--- src/rtl/assert_macros.svh ---
// ----------------------------------------------------------------------------
// Assertion macros
// Shared concurrent assertion wrappers; compiled out when SYNTH is defined.
// ----------------------------------------------------------------------------
`ifndef ASSERT_MACROS_SVH
`define ASSERT_MACROS_SVH

`ifndef SYNTH
// property must hold at every clock edge outside reset
`define ASSERT_CLK(lbl, clk, rst, prop) \
   lbl: assert property (@(posedge clk) disable iff (rst) (prop)) \
      else $error("assertion failed");
// expression must never be true outside reset
`define ASSERT_NEVER(lbl, clk, rst, expr) \
   lbl: assert property (@(posedge clk) disable iff (rst) !(expr)) \
      else $error("forbidden condition seen");
`else
`define ASSERT_CLK(lbl, clk, rst, prop)
`define ASSERT_NEVER(lbl, clk, rst, expr)
`endif

`endif

--- src/rtl/rtsp_ils_pkg.sv ---
// ----------------------------------------------------------------------------
// rtsp_ils_pkg
// Types and constants shared by the line splitter modules.
// ----------------------------------------------------------------------------
`default_nettype none

package rtsp_ils_pkg;

   // result kinds
   typedef enum logic [2:0] {
      KIND_FRAME     = 3'd0,
      KIND_DATA      = 3'd1,
      KIND_LINE_END  = 3'd2,
      KIND_REQ_END   = 3'd3,
      KIND_EMPTY_REQ = 3'd4,
      KIND_TOO_LONG  = 3'd5,
      KIND_CLOSED    = 3'd6
   } kind_type;

   // one result transaction
   typedef struct packed {
      kind_type     kind;
      logic [7:0]   data_byte;
      logic         last;
   } item_type;

   // results caused by one input byte (one or two)
   typedef struct packed {
      logic     two;
      item_type r0;
      item_type r1;
   } pair_type;

   localparam int          LEN_W     = 13;
   localparam int          FIFO_DEPTH = 4;
   localparam int          PTR_W     = 2;
   localparam int          CNT_W     = 3;

   localparam logic [7:0]  CHAR_DOLLAR = 8'h24;
   localparam logic [7:0]  CHAR_LF     = 8'h0A;
   localparam logic [7:0]  CHAR_CR     = 8'h0D;

   localparam logic [LEN_W-1:0] LINE_LEN_RESET = 13'd4096;

endpackage

`default_nettype wire

--- src/rtl/rtsp_ils_parser.sv ---
// ----------------------------------------------------------------------------
// rtsp_ils_parser
// Per-byte deframer state and the results each accepted byte causes.
// ----------------------------------------------------------------------------
`default_nettype none
`include "assert_macros.svh"

module rtsp_ils_parser (
   input  wire logic                           clock,
   input  wire logic                           reset,
   input  wire logic                           accept,
   input  wire logic [7:0]                     in_byte,
   input  wire logic [rtsp_ils_pkg::LEN_W-1:0] limit,
   output      rtsp_ils_pkg::pair_type         res
);

   typedef enum logic [2:0] {
      PH_LINE_START = 3'd0,
      PH_LINE_BODY  = 3'd1,
      PH_CHAN       = 3'd2,
      PH_LEN_HI     = 3'd3,
      PH_LEN_LO     = 3'd4,
      PH_PAYLOAD    = 3'd5,
      PH_CLOSED     = 3'd6
   } phase_type;

   phase_type                        phase_ff,    phase_in;
   logic                             cr_held_ff,  cr_held_in;
   logic [7:0]                       len_hi_ff,   len_hi_in;
   logic [15:0]                      remain_ff,   remain_in;
   logic [rtsp_ils_pkg::LEN_W-1:0]   line_len_ff, line_len_in;
   logic                             have_ff,     have_in;

   // next state and results for the presented byte
   always_comb begin
      logic [rtsp_ils_pkg::LEN_W-1:0] len_cur;
      logic                           emitted;
      logic                           closed_now;
      rtsp_ils_pkg::item_type         data_res;

      phase_in    = phase_ff;
      cr_held_in  = cr_held_ff;
      len_hi_in   = len_hi_ff;
      remain_in   = remain_ff;
      line_len_in = line_len_ff;
      have_in     = have_ff;
      len_cur     = line_len_ff;
      emitted     = 1'b0;
      closed_now  = 1'b0;
      data_res    = '{kind: rtsp_ils_pkg::KIND_FRAME, data_byte: 8'd0, last: 1'b1};
      res.two     = 1'b0;
      res.r0      = '{kind: rtsp_ils_pkg::KIND_FRAME, data_byte: 8'd0, last: 1'b1};
      res.r1      = '{kind: rtsp_ils_pkg::KIND_FRAME, data_byte: 8'd0, last: 1'b1};

      case (phase_ff)
         PH_CHAN: begin
            phase_in = PH_LEN_HI;
         end
         PH_LEN_HI: begin
            len_hi_in = in_byte;
            phase_in  = PH_LEN_LO;
         end
         PH_LEN_LO: begin
            remain_in = {len_hi_ff, in_byte};
            phase_in  = ({len_hi_ff, in_byte} == 16'd0) ? PH_LINE_START : PH_PAYLOAD;
         end
         PH_PAYLOAD: begin
            remain_in = remain_ff - 16'd1;
            if (remain_ff == 16'd1) begin
               phase_in = PH_LINE_START;
            end
         end
         PH_LINE_START, PH_LINE_BODY: begin
            if (phase_ff == PH_LINE_START && in_byte == rtsp_ils_pkg::CHAR_DOLLAR) begin
               phase_in = PH_CHAN;
            end else if (in_byte == rtsp_ils_pkg::CHAR_LF) begin
               // line end; a held CR is dropped
               cr_held_in  = 1'b0;
               line_len_in = '0;
               if (line_len_ff != '0) begin
                  have_in       = 1'b1;
                  res.r0.kind   = rtsp_ils_pkg::KIND_LINE_END;
                  phase_in      = PH_LINE_START;
               end else if (have_ff) begin
                  have_in       = 1'b0;
                  res.r0.kind   = rtsp_ils_pkg::KIND_REQ_END;
                  phase_in      = PH_LINE_START;
               end else begin
                  res.r0.kind   = rtsp_ils_pkg::KIND_EMPTY_REQ;
                  phase_in      = PH_CLOSED;
               end
            end else begin
               phase_in   = PH_LINE_BODY;
               cr_held_in = 1'b0;
               // held CR not followed by LF becomes content
               if (cr_held_ff) begin
                  if (line_len_ff >= limit) begin
                     res.r0.kind = rtsp_ils_pkg::KIND_TOO_LONG;
                     phase_in    = PH_CLOSED;
                     closed_now  = 1'b1;
                  end else begin
                     res.r0   = '{kind: rtsp_ils_pkg::KIND_DATA,
                                  data_byte: rtsp_ils_pkg::CHAR_CR, last: 1'b1};
                     len_cur  = line_len_ff + 13'd1;
                     emitted  = 1'b1;
                  end
                  line_len_in = len_cur;
               end
               if (!closed_now) begin
                  if (in_byte == rtsp_ils_pkg::CHAR_CR) begin
                     // hold this CR until the next byte
                     cr_held_in = 1'b1;
                  end else begin
                     if (len_cur >= limit) begin
                        data_res.kind = rtsp_ils_pkg::KIND_TOO_LONG;
                        phase_in      = PH_CLOSED;
                     end else begin
                        data_res    = '{kind: rtsp_ils_pkg::KIND_DATA,
                                        data_byte: in_byte, last: 1'b1};
                        line_len_in = len_cur + 13'd1;
                     end
                     if (emitted) begin
                        res.r0.last = 1'b0;
                        res.r1      = data_res;
                        res.two     = 1'b1;
                     end else begin
                        res.r0      = data_res;
                     end
                  end
               end
            end
         end
         default: begin
            phase_in    = PH_CLOSED;
            res.r0.kind = rtsp_ils_pkg::KIND_CLOSED;
         end
      endcase
   end

   // state registers
   always_ff @(posedge clock) begin
      if (reset) begin
         phase_ff    <= PH_LINE_START;
         cr_held_ff  <= 1'b0;
         len_hi_ff   <= 8'd0;
         remain_ff   <= 16'd0;
         line_len_ff <= '0;
         have_ff     <= 1'b0;
      end else if (accept) begin
         phase_ff    <= phase_in;
         cr_held_ff  <= cr_held_in;
         len_hi_ff   <= len_hi_in;
         remain_ff   <= remain_in;
         line_len_ff <= line_len_in;
         have_ff     <= have_in;
      end
   end

   // closed is sticky until reset
   `ASSERT_CLK(a_closed_sticky, clock, reset, phase_ff == PH_CLOSED |=> phase_ff == PH_CLOSED)
   // a byte gives two results only by releasing a held CR
   `ASSERT_CLK(a_two_needs_cr, clock, reset, res.two |-> cr_held_ff)
   // the first of two results is the released CR
   `ASSERT_CLK(a_two_first_cr, clock, reset,
      res.two |-> (res.r0.kind == rtsp_ils_pkg::KIND_DATA &&
                   res.r0.data_byte == rtsp_ils_pkg::CHAR_CR && !res.r0.last))

endmodule

`default_nettype wire

--- src/rtl/rtsp_ils_fifo.sv ---
// ----------------------------------------------------------------------------
// rtsp_ils_fifo
// Result buffer: takes one or two results per cycle while not busy, sends one per cycle while rsp_stall is low.
// ----------------------------------------------------------------------------
`default_nettype none
`include "assert_macros.svh"

module rtsp_ils_fifo (
   input  wire logic                   clock,
   input  wire logic                   reset,
   input  wire logic                   push,
   input  wire rtsp_ils_pkg::pair_type pair,
   output      logic                   busy,
   output      logic                   rsp_valid,
   input  wire logic                   rsp_stall,
   output      rtsp_ils_pkg::item_type head
);

   rtsp_ils_pkg::item_type                entry_ff [rtsp_ils_pkg::FIFO_DEPTH];
   logic [rtsp_ils_pkg::PTR_W-1:0]        wr_ptr_ff, wr_ptr_in;
   logic [rtsp_ils_pkg::PTR_W-1:0]        rd_ptr_ff, rd_ptr_in;
   logic [rtsp_ils_pkg::CNT_W-1:0]        count_ff,  count_in;
   logic                                  pop;
   logic [rtsp_ils_pkg::PTR_W-1:0]        wr_next;

   assign rsp_valid = (count_ff != '0);
   assign head      = entry_ff[rd_ptr_ff];
   assign pop       = rsp_valid && !rsp_stall;
   // room for a pair is kept at all times the input is open
   assign busy      = (count_ff > 3'd2);
   assign wr_next   = wr_ptr_ff + 2'd1;

   // pointer and fill bookkeeping
   always_comb begin
      wr_ptr_in = wr_ptr_ff;
      rd_ptr_in = rd_ptr_ff;
      count_in  = count_ff;
      if (push) begin
         wr_ptr_in = wr_ptr_ff + (pair.two ? 2'd2 : 2'd1);
         count_in  = count_ff + (pair.two ? 3'd2 : 3'd1);
      end
      if (pop) begin
         rd_ptr_in = rd_ptr_ff + 2'd1;
         count_in  = count_in - 3'd1;
      end
   end

   always_ff @(posedge clock) begin
      if (reset) begin
         wr_ptr_ff <= '0;
         rd_ptr_ff <= '0;
         count_ff  <= '0;
      end else begin
         wr_ptr_ff <= wr_ptr_in;
         rd_ptr_ff <= rd_ptr_in;
         count_ff  <= count_in;
      end
   end

   // result storage
   always_ff @(posedge clock) begin
      if (push) begin
         entry_ff[wr_ptr_ff] <= pair.r0;
         if (pair.two) begin
            entry_ff[wr_next] <= pair.r1;
         end
      end
   end

   `ASSERT_NEVER(a_count_range, clock, reset, count_ff > 3'd4)
   `ASSERT_NEVER(a_push_while_busy, clock, reset, push && busy)
   `ASSERT_CLK(a_ptr_match, clock, reset, (wr_ptr_ff - rd_ptr_ff) == count_ff[1:0])

endmodule

`default_nettype wire

--- src/rtl/rtsp_interleave_line_splitter.sv ---
// ----------------------------------------------------------------------------
// rtsp_interleave_line_splitter
// Splits an RTSP control byte stream into text lines and drops interleaved
// binary frames.
// ----------------------------------------------------------------------------
// Usage:
//   req_valid/req_stall/req_in_byte carry one received byte per transaction.
//   rsp_valid/rsp_stall carry result transactions (rsp_kind, rsp_data_byte,
//   rsp_last); rsp_last marks the final result of one input byte.
//   csr_write_enable/csr_write_data load max_line_len; write only while idle.
// Timing:
//   A byte is parsed in the cycle it is accepted; its results are registered into
//   a four-entry result buffer. One byte per cycle is taken as long as the
//   receiver keeps up. A byte that releases a held CR gives two results, which
//   leave the buffer one after the other.
//   req_stall rises while three or more results wait in the buffer, so a
//   stalled receiver stops input after at most four results are queued.
// Reset:
//   Synchronous reset empties the buffer, returns to line start, clears the
//   request state and sets max_line_len to 4096. After an error every byte
//   reports closed until the next reset.
// ----------------------------------------------------------------------------
`default_nettype none

module rtsp_interleave_line_splitter #(
   parameter int MAX_LINE = 4096
) (
   input  wire logic        clock,
   input  wire logic        reset,
   // byte input
   input  wire logic        req_valid,
   output      logic        req_stall,
   input  wire logic [7:0]  req_in_byte,
   // results
   output      logic        rsp_valid,
   input  wire logic        rsp_stall,
   output      logic [2:0]  rsp_kind,
   output      logic [7:0]  rsp_data_byte,
   output      logic        rsp_last,
   // configuration
   input  wire logic        csr_write_enable,
   input  wire logic [12:0] csr_write_data
);

   // largest limit the 13-bit register can express under MAX_LINE
   localparam int LimCap = (MAX_LINE < 8191) ? MAX_LINE : 8191;
   localparam logic [rtsp_ils_pkg::LEN_W-1:0] LIM_CAP = LimCap[rtsp_ils_pkg::LEN_W-1:0];

   logic [rtsp_ils_pkg::LEN_W-1:0] max_line_len_ff;
   logic [rtsp_ils_pkg::LEN_W-1:0] limit;
   logic                           accept;
   logic                           busy;
   rtsp_ils_pkg::pair_type         pair;
   rtsp_ils_pkg::item_type         head;

   // configuration register
   always_ff @(posedge clock) begin
      if (reset) begin
         max_line_len_ff <= rtsp_ils_pkg::LINE_LEN_RESET;
      end else if (csr_write_enable) begin
         max_line_len_ff <= csr_write_data;
      end
   end

   // clamp the limit to 1..LIM_CAP (MAX_LINE, at most 8191)
   always_comb begin
      if (max_line_len_ff == '0) begin
         limit = 13'd1;
      end else if (max_line_len_ff > LIM_CAP) begin
         limit = LIM_CAP;
      end else begin
         limit = max_line_len_ff;
      end
   end

   assign req_stall = busy;
   assign accept    = req_valid && !busy;

   rtsp_ils_parser u_parser (
      .clock   (clock),
      .reset   (reset),
      .accept  (accept),
      .in_byte (req_in_byte),
      .limit   (limit),
      .res     (pair)
   );

   rtsp_ils_fifo u_fifo (
      .clock     (clock),
      .reset     (reset),
      .push      (accept),
      .pair      (pair),
      .busy      (busy),
      .rsp_valid (rsp_valid),
      .rsp_stall (rsp_stall),
      .head      (head)
   );

   assign rsp_kind      = head.kind;
   assign rsp_data_byte = head.data_byte;
   assign rsp_last      = head.last;

endmodule

`default_nettype wire
--- config.mk ---
export PLATFORM = sky130hd
export DESIGN_NAME = rtsp_interleave_line_splitter
export DESIGN_NICKNAME = d
export VERILOG_FILES = /design/src/rtl/rtsp_ils_pkg.sv /design/src/rtl/rtsp_ils_parser.sv /design/src/rtl/rtsp_ils_fifo.sv /design/src/rtl/rtsp_interleave_line_splitter.sv
export VERILOG_INCLUDE_DIRS = /design/src /design/src/rtl
export SDC_FILE = /design/constraint.sdc
export NUM_CORES = 1
export LEC_CHECK = 0
export ABC_CLOCK_PERIOD_IN_PS = 5060
export BUFFER_PORTS_ARGS = -buffer_cell sky130_fd_sc_hd__buf_4
export CAP_MARGIN = 5
export CORE_MARGIN = 3
export CORE_UTILIZATION = 30
export CTS_CLUSTER_SIZE = 20
export DETAILED_ROUTE_END_ITERATION = 6
export PLACE_DENSITY = 0.51
export SKIP_LAST_GASP = 1
export SLEW_MARGIN = 20
export SYNTH_ARGS = -nofsm -noshare
export SYNTH_HDL_FRONTEND = slang
export SYNTH_SLANG_ARGS = --single-unit
--- constraint.sdc ---
create_clock -name clock -period 5.06 [get_ports clock]
set_input_delay 0.759 -clock clock [delete_from_list [all_inputs] [get_ports clock]]
set_output_delay 0.759 -clock clock [all_outputs]
set_load 0.01 [all_outputs]
==> reports/summary.md, run 1 <==
Flow run
* 0 — max-cap viol count

Placed design
* 13.5 mm — detailed-placement wirelength estimate
* 39 — count of buffers inserted at the top-level ports
* 39.5 ps — setup slack after placement
* 0.872 — weighted congestion at the end of routability-driven global placement

Logic synthesis
* 38.9% — fraction of the yosys area taken by sequential cells
* 8.12% — proportion of synthesized area in mux cells
* 0% — share of flip-flops with an asynchronous set or reset
* 40 — number of flops mapped to enable cells by yosys
* 8.73 µm² — average cell area after synthesis
* simple AND/OR/NAND/NOR gates — dominant combinational cell family by area after synthesis
* 16.1% — share of the synthesized area in compound gates (AO/OA/AOI/OAI)
* 839 — Synth Net Count
* dfxtp_1 — ys flop type
* 0 — yosys synthesis warning count
* dfxtp_1 — largest area contributor in the netlist
* 76 — Netlist cell types
* 23.5% — post-synthesis share of cell area spent on and, or, nand and nor gates
* dfxtp_1 (21%), edfxtp_1 (18%), ha_1 (6.3%) — main area contributors after synthesis
* 112 — count of state elements after synthesis
* 3.08% — xor and xnor area share after synthesis
* 6790 µm² — Synth Cell Area
* 778 — cell count after synthesis
* 6.56% — adder-cell share of the synthesized area
* 21.2% — top-area cell type share of the netlist area

Critical path
* reg2reg — critical path class
* 410 ps — critical path's largest stage delay
* a21o_1 — critical path's most frequent cell
* 5320 ps — CP Data Required Time
* 4930 ps — data arrival time of the worst path
* or3_4 — cell at the slowest stage of the critical path
* inv_1 -> nand2_1 -> ha_1 -> a21o_1 -> a21oi_2 -> o21a_2 -> o21ai_4 -> or3_4 -> nand2_1 -> ha_1 -> a21o_1 -> a211oi_2 -> o21ai_1 -> a21o_1 -> a2111oi_4 -> nand4_1 -> nand4b_1 -> a32o_1 — critical path, cell by cell
* flip-flop — startpoint type of the worst setup path
* 13 — critical path peak fanout
* flip-flop — critical path endpoint category

Floorplan
* 54 — site row count
* 156 µm — Die Y-Extent
* 40 — I/O Pins
* 24500 µm² — floorplan die area
* 22000 µm² — core box area
* 156 µm — width of the die
* 30.8% — initial cell density of the core

Routing
* 4 — Initial DRT Pass Iterations
* 18.6 mm — Routed Wire Length
* 0 — post-detailed-route count of antenna-violating nets
* 289 — 1st-iter DRT viols
* 5.28 — ratio of routed vias to standard cells
* 5711 — total via count in the routed design
* 0 — remaining design rule violation count
* 17.2 µm — Routed WL per cell

STA
* 214 MHz — Highest Clock Rate
* 0 — Setup violations, final
* no — setup repair after global routing missed its margin
* 38.9% — worst max-slew margin expressed relative to the limit
* 0 — Hold Violations, Final
* 0 — Slew Limit Fails
* 913 ps — transition at the pin with the smallest max-transition slack
* 466 ps — post-route worst hold slack
* 12.0 ps — largest clock skew in the final design
* 388 ps — Setup WS post-layout
* 0 ps — setup TNS
* 4670 ps — post-layout min period
* 92.3% — post-route clock period utilization

GRT
* 0 — initial antenna violation count
* 52 — maximum number of pins on one net before global-route repair
* 29.9 mm — first-pass GRT wire length
* 15.4% — gr usage total
* 5337 — vias in the first global route
* 0 — GR Overflow Total

Clock tree
* 112 — clock sinks
* 9 — total CTS buffers
* clkbuf_16 — root buffer cell
* 80 ps — CTS clk-pin slew, worst paths
* 2 — maximum count of clock buffers along a single path
* 0 — Post-CTS Setup Bufs
* yes — clock tree from TritonCTS
* 3 — number of H-tree levels
* 360 ps — clock latency at the later pin of the worst-skew pair

Layout
* 13.0% — share of final-layout standard cells stronger than drive strength 1
* 0 — antenna diode instance count
* 12.7% — area growth from synthesis to layout
* 858 — nets@finish
* nor2_1 (103), nand2_1 (90), dfxtp_1 (72), a21oi_1 (53), buf_4 (52) — most used cells in the layout excluding fill and tap cells
* nor2_1 — most common cell after layout, fill and taps aside

Status
* complete, no violations — result of the run

Power
* 0.00300 µW — reported leakage power
* 364 nW/µm² — Pwr per Cell Area
* 0.192 mV — largest voltage drop on the vdd net

Hold path
* reg2reg — hold crit path type

registers in the layout (all words and copies together), names as in the netlist, named ones only:
| name | cells |
|---|---|
| u_parser.cr_held_ff | 1 |
| u_parser.len_hi_ff | 8 |
| u_parser.phase_ff | 3 |
| u_fifo.entry_ff | 48 |
| u_fifo.count_ff | 3 |
| u_fifo.rd_ptr_ff | 2 |
| u_fifo.wr_ptr_ff | 2 |
| u_parser.remain_ff | 16 |
| max_line_len_ff | 13 |
| u_parser.line_len_ff | 13 |
| u_parser.have_ff | 1 |
layout make-up:
type	instances	area, µm²
fillers	2337	14400
multi-input cells	601	3900
flip-flops and latches	112	2640
repair buffers	52	390
well taps	280	350
clock buffers	9	225
inverters	21	78.8
clock inverters	7	68.8
path summary, 6_finish.rpt:
check / from / to / slack [ps] / cells past startpoint
min: u_fifo.entry_ff[1][10] / u_fifo.entry_ff[1][10] / 470 / 2
max: max_line_len_ff[12] / u_parser.line_len_ff[12] / 390 / 18
min reg2reg: u_fifo.entry_ff[1][10] / u_fifo.entry_ff[1][10] / 470 / 2
max reg2reg: max_line_len_ff[12] / u_parser.line_len_ff[12] / 390 / 18
power breakdown:
group          total [µW]  internal (µW)  switching, µW
Combinational         894            402            493
Sequential           1160           1050            111
Clock                 727            349            379
Total                2790           1800            983
cell families after synthesis:
logic type               count (synthesis)
AND/OR/NAND/NOR                        337
AO/OA/AOI/OAI                          166
flip-flops                             112
buffers and inverters                   65
multiplexers                            40
adder cells (fa/ha/maj)                 35
XOR/XNOR                                23
metrics by stage:
step                      utilization [%]  area [µm²]  power [µW]  cells
after CTS                            34.7        7650        2830   1082
after global placement               33.4        7350        2090   1066
after detailed placement             33.4        7350        2090   1066
final                                34.8        7660        2790   1082
after global routing                 34.8        7660        2960   1082
after floorplan                         -        6790        1770    778
critical path, delay by kind of cell, from the launching register on:
family | cells | cell delay (ps)
flops | 1 | 330
compound gates | 10 | 2140
buf+inv | 1 | 280
simple gates | 5 | 1190
fa+ha+maj | 2 | 610
synthesized netlist by cell type, types with 3 or more instances:
| master | number |
|---|---|
| nand4b_1 | 3 |
| clkbuf_1 | 34 |
| and3_1 | 17 |
| nand2_1 | 90 |
| nand3_1 | 31 |
| nor4b_1 | 3 |
| dfxtp_1 | 72 |
| o21ai_0 | 40 |
| ha_1 | 34 |
| a31oi_1 | 5 |
| buf_2 | 6 |
| xnor2_1 | 17 |
| a22o_1 | 3 |
| nor2b_1 | 12 |
| a21oi_1 | 53 |
| a21o_1 | 6 |
| o211ai_1 | 6 |
| mux2i_1 | 27 |
| or2_2 | 3 |
| nand2b_1 | 5 |
| nor3b_1 | 3 |
| o22ai_1 | 3 |
| and2_1 | 5 |
| or3_1 | 6 |
| inv_1 | 20 |
| nand4_1 | 9 |
| nor2_1 | 104 |
| mux4_2 | 12 |
| a22oi_1 | 9 |
| edfxtp_1 | 40 |
| a211oi_1 | 5 |
| nor4_1 | 13 |
| nor3_1 | 22 |
| xor2_1 | 5 |
per-layer routing:
layer  vias to the layer above  GRT usage (%)  share of wire, %
met5                         -              0                 0
met4                         0           4.00               1.3
met3                        16           2.32               3.6
met2                       118           23.7                44
met1                      2703           22.7                51
li1                       2874              -                 -
timing repair:
item                                    CTS  global route
resized for setup                         0             5
endpoints found under the setup margin    0            50
hold buffers                              0             0
Note: power is estimated with default switching activity, not from simulation.
==> run 2: changes to the inputs <==
Settings changed: ABC_AREA set to 1, RECOVER_POWER set to 50.
==> run 2 against run 1 <==
  * First-iteration DRC count is 41% higher
  * Critical path depth is 11 higher
  * Setup slack better by 6.6 ps
  * Final area is 5.4% higher
  * Area after synthesis is 4.0% higher
  * Via count is 11% higher
  * Maximum frequency is 0.14% higher
  * Core utilization is 0.45 points higher
  * Sequential share of layout area is 1.8 points lower
  * Largest cell class unchanged
  * Die area is 3.8% higher
  * Clock power hardly changed
==> reports/summary.md, run 2 <==
Logic synthesis
* 20.4% — top-area cell type share of the netlist area, -0.81 points
* 37.4% — fraction of the yosys area taken by sequential cells, -1.5 points
* 7.27 µm² — average cell area after synthesis, -17%
* 40 — number of flops mapped to enable cells by yosys, unchanged
* 972 — cell count after synthesis, +25%
* 50 — Netlist cell types, -34%
* 112 — count of state elements after synthesis, unchanged
* 1033 — Synth Net Count, +23%
* dfxtp_1 — largest area contributor in the netlist
* nand2_1 (195), nor2_1 (125), inv_1 (102) — top post-synthesis cells by count
* dfxtp_1 (20%), edfxtp_1 (17%), nand2_1 (10%) — main area contributors after synthesis
* dfxtp_1 — ys flop type
* 0 — yosys synthesis warning count, unchanged
* nand2_1 — most frequent cell after synthesis
* 0% — share of flip-flops with an asynchronous set or reset, unchanged
* 7060 µm² — Synth Cell Area, +4.0%

Flow run
* 0 — max-cap viol count, unchanged

Power
* 41.4% — portion of total power attributed to combinational logic, +9.3 points
* 1920 µW — cell-internal power, +6.5%
* 36.6% — proportion of power drawn by flip-flops and latches, -5.2 points
* 410 nW/µm² — Pwr per Cell Area, +13%
* 42.0% — Switching Fraction, +6.7 points
* 22.0% — fraction of power consumed by the clock network, -4.1 points
* 0.00330 µW — reported leakage power, +9.7%
* 0.181 mV — largest voltage drop on the vdd net, -5.7%
* 1390 µW — switching component of the power, +42%
* 3310 µW — total power after layout, +19%

STA
* 0 — Hold Violations, Final, unchanged
* 0 ps — setup TNS, unchanged
* 394 ps — Setup WS post-layout, +6.63 ps
* 11.4 ps — largest clock skew in the final design, -0.611 ps
* 33.3% — worst max-slew margin expressed relative to the limit, -5.6 points
* 4670 ps — post-layout min period, -6.63 ps
* 92.2% — post-route clock period utilization, -0.13 points
* 214 MHz — Highest Clock Rate, +0.14%
* 1000 ps — transition at the pin with the smallest max-transition slack, +87.2 ps
* 0 — Slew Limit Fails, unchanged
* 0 — Setup violations, final, unchanged

Layout
* 2446 — filler instances, +4.7%
* 1076 — nets@finish, +25%
* 8070 µm² — area of all placed cells without fillers, +5.4%
* 48 — number of flip-flops in the largest register, unchanged
* nand2_1 — most common cell after layout, fill and taps aside
* 0 — antenna diode instance count, unchanged
* nand2_1 (193), nor2_1 (126), inv_1 (102), o21ai_0 (85), a21oi_1 (76) — most used cells in the layout excluding fill and tap cells
* u_fifo.entry_ff x48, u_parser.remain_ff x16 — largest registers ranked by flip-flop count
* 14.2% — area growth from synthesis to layout
* 13.1% — share of final-layout standard cells stronger than drive strength 1, +0.17 points
* u_fifo.entry_ff — register with the highest flop count

Clock tree
* 9 — total CTS buffers, unchanged
* 3 — number of H-tree levels, unchanged
* yes — clock tree from TritonCTS
* 80 ps — CTS clk-pin slew, worst paths, about the same
* clkbuf_16 — root buffer cell
* 370 ps — clock latency at the later pin of the worst-skew pair, about the same
* 0 — Hold Buf Count CTS, unchanged
* 2 — maximum count of clock buffers along a single path, unchanged
* 112 — clock sinks, unchanged

Routing
* 4.74 — ratio of routed vias to standard cells, -10%
* 6316 — total via count in the routed design, +11%
* 0 — remaining design rule violation count, unchanged
* 19.1 mm — Routed Wire Length, +2.6%
* 5 — Initial DRT Pass Iterations, +1
* 14.3 µm — Routed WL per cell, -17%
* 0 — post-detailed-route count of antenna-violating nets, unchanged
* 407 — 1st-iter DRT viols, +41%

Placed design
* 7660 µm² — post-place instance area, +4.1%
* 39 — count of buffers inserted at the top-level ports, unchanged
* 0.868 — weighted congestion at the end of routability-driven global placement, -0.56%
* 34.9 ps — setup slack after placement, -4.60 ps
* 14.0 mm — detailed-placement wirelength estimate, +3.7%

GRT
* 35 — maximum number of pins on one net before global-route repair, -33%
* 0 — GR Overflow Total, unchanged
* 31.5 mm — first-pass GRT wire length, +5.2%
* 6025 — vias in the first global route, +13%
* 15.1% — gr usage total, -0.36 points
* 0 — initial antenna violation count, unchanged

Critical path
* 4900 ps — data arrival time of the worst path, -30 ps
* flip-flop — critical path endpoint category
* 7 — critical path peak fanout, -6
* reg2reg — critical path class
* dfxtp_1 — cell at the slowest stage of the critical path
* 5290 ps — CP Data Required Time, -30 ps
* flip-flop — startpoint type of the worst setup path
* 350 ps — critical path's largest stage delay, -60 ps
* 4 — combined buffer and inverter count along the critical path, +3
* simple AND/OR/NAND/NOR gates — dominant delay contributor by cell family on the critical path
* nand2_1 — critical path's most frequent cell

Status
* complete, no violations — result of the run

Floorplan
* 25400 µm² — floorplan die area, +3.8%
* 22900 µm² — core box area, +4.0%
* 40 — I/O Pins, unchanged
* 159 µm — Die Y-Extent, +1.9%
* 159 µm — width of the die, +1.9%
* 55 — site row count, +1.9%
* 30.8% — initial cell density of the core, about the same

Hold path
* reg2reg — hold crit path type

[run 2: worst paths after layout]
check	start	endpoint	slack, ps	cells after the start
setup / recovery	max_line_len_ff[2]	u_parser.line_len_ff[10]	390	29
hold / removal	u_parser.remain_ff[11]	u_parser.remain_ff[11]	460	2
setup reg to reg	max_line_len_ff[2]	u_parser.line_len_ff[10]	390	29
hold reg to reg	u_parser.remain_ff[11]	u_parser.remain_ff[11]	460	2
[run 2: worst reg2reg max path: cells and delay by family, from the launching register on]
| kind | cells | cell delay [ps] |
|---|---|---|
| buffers and inverters | 4 | 570 |
| AO/OA/AOI/OAI | 5 | 790 |
| adder cells (fa/ha/maj) | 2 | 600 |
| AND/OR/NAND/NOR | 18 | 2240 |
| flip-flops | 1 | 350 |
[run 2: kinds of logic (layout without fill, tap and decap cells)]
family          count (synthesis)  count (layout)  synth area share, %
flops                         112             112                 37.4
compound gates                218             218                 17.2
buf+inv                       146             194                 8.06
xor+xnor                       12              12                 1.49
simple gates                  449             449                 29.5
fa+ha+maj                      35              35                 6.31
[run 2: cell type report]
type                            count  area, µm²  share of cell area (%)
Multi-Input combinational cell    714       3890                    48.3
Sequential cell                   112       2640                    32.7
Inverter                          118        450                    5.58
Timing Repair Buffer               60        394                    4.88
Tap cell                          313        392                    4.85
Clock buffer                        9        225                    2.79
Clock inverter                      7       71.3                   0.884
[run 2: routing by layer]
layer / up-vias / GRT usage, % / share of wire (%)
li1: 3338 / - / -
met1: 2855 / 20.1 / 48
met2: 101 / 25.5 / 47
met3: 22 / 1.77 / 2.8
met4: 0 / 4.78 / 1.8
met5: - / 0 / 0
[run 2: through the flow]
stage	hold slack (ps)	std cells	utilization, %
global placement	445	1300	33.4
global route	481	1333	35.2
detailed placement	451	1300	33.4
finish	463	1333	35.2
CTS	471	1316	34.7
floorplan	435	972	-
[run 2: power groups by stage]
stage                     combinational (µW)  sequential (µW)  clock, µW
after floorplan                         1010             1190          0
after global placement                  1380             1230          0
after detailed placement                1390             1230          0
after CTS                               1400             1210        750
after global routing                    1570             1230        784
final                                   1370             1210        729
[run 2: timing repair]
action,4_1_cts,5_1_grt
buffers inserted,0,17
endpoints found under the hold margin,0,0
gates resized for setup,1,10
setup endpoints to repair,2,32
pin swaps,0,10
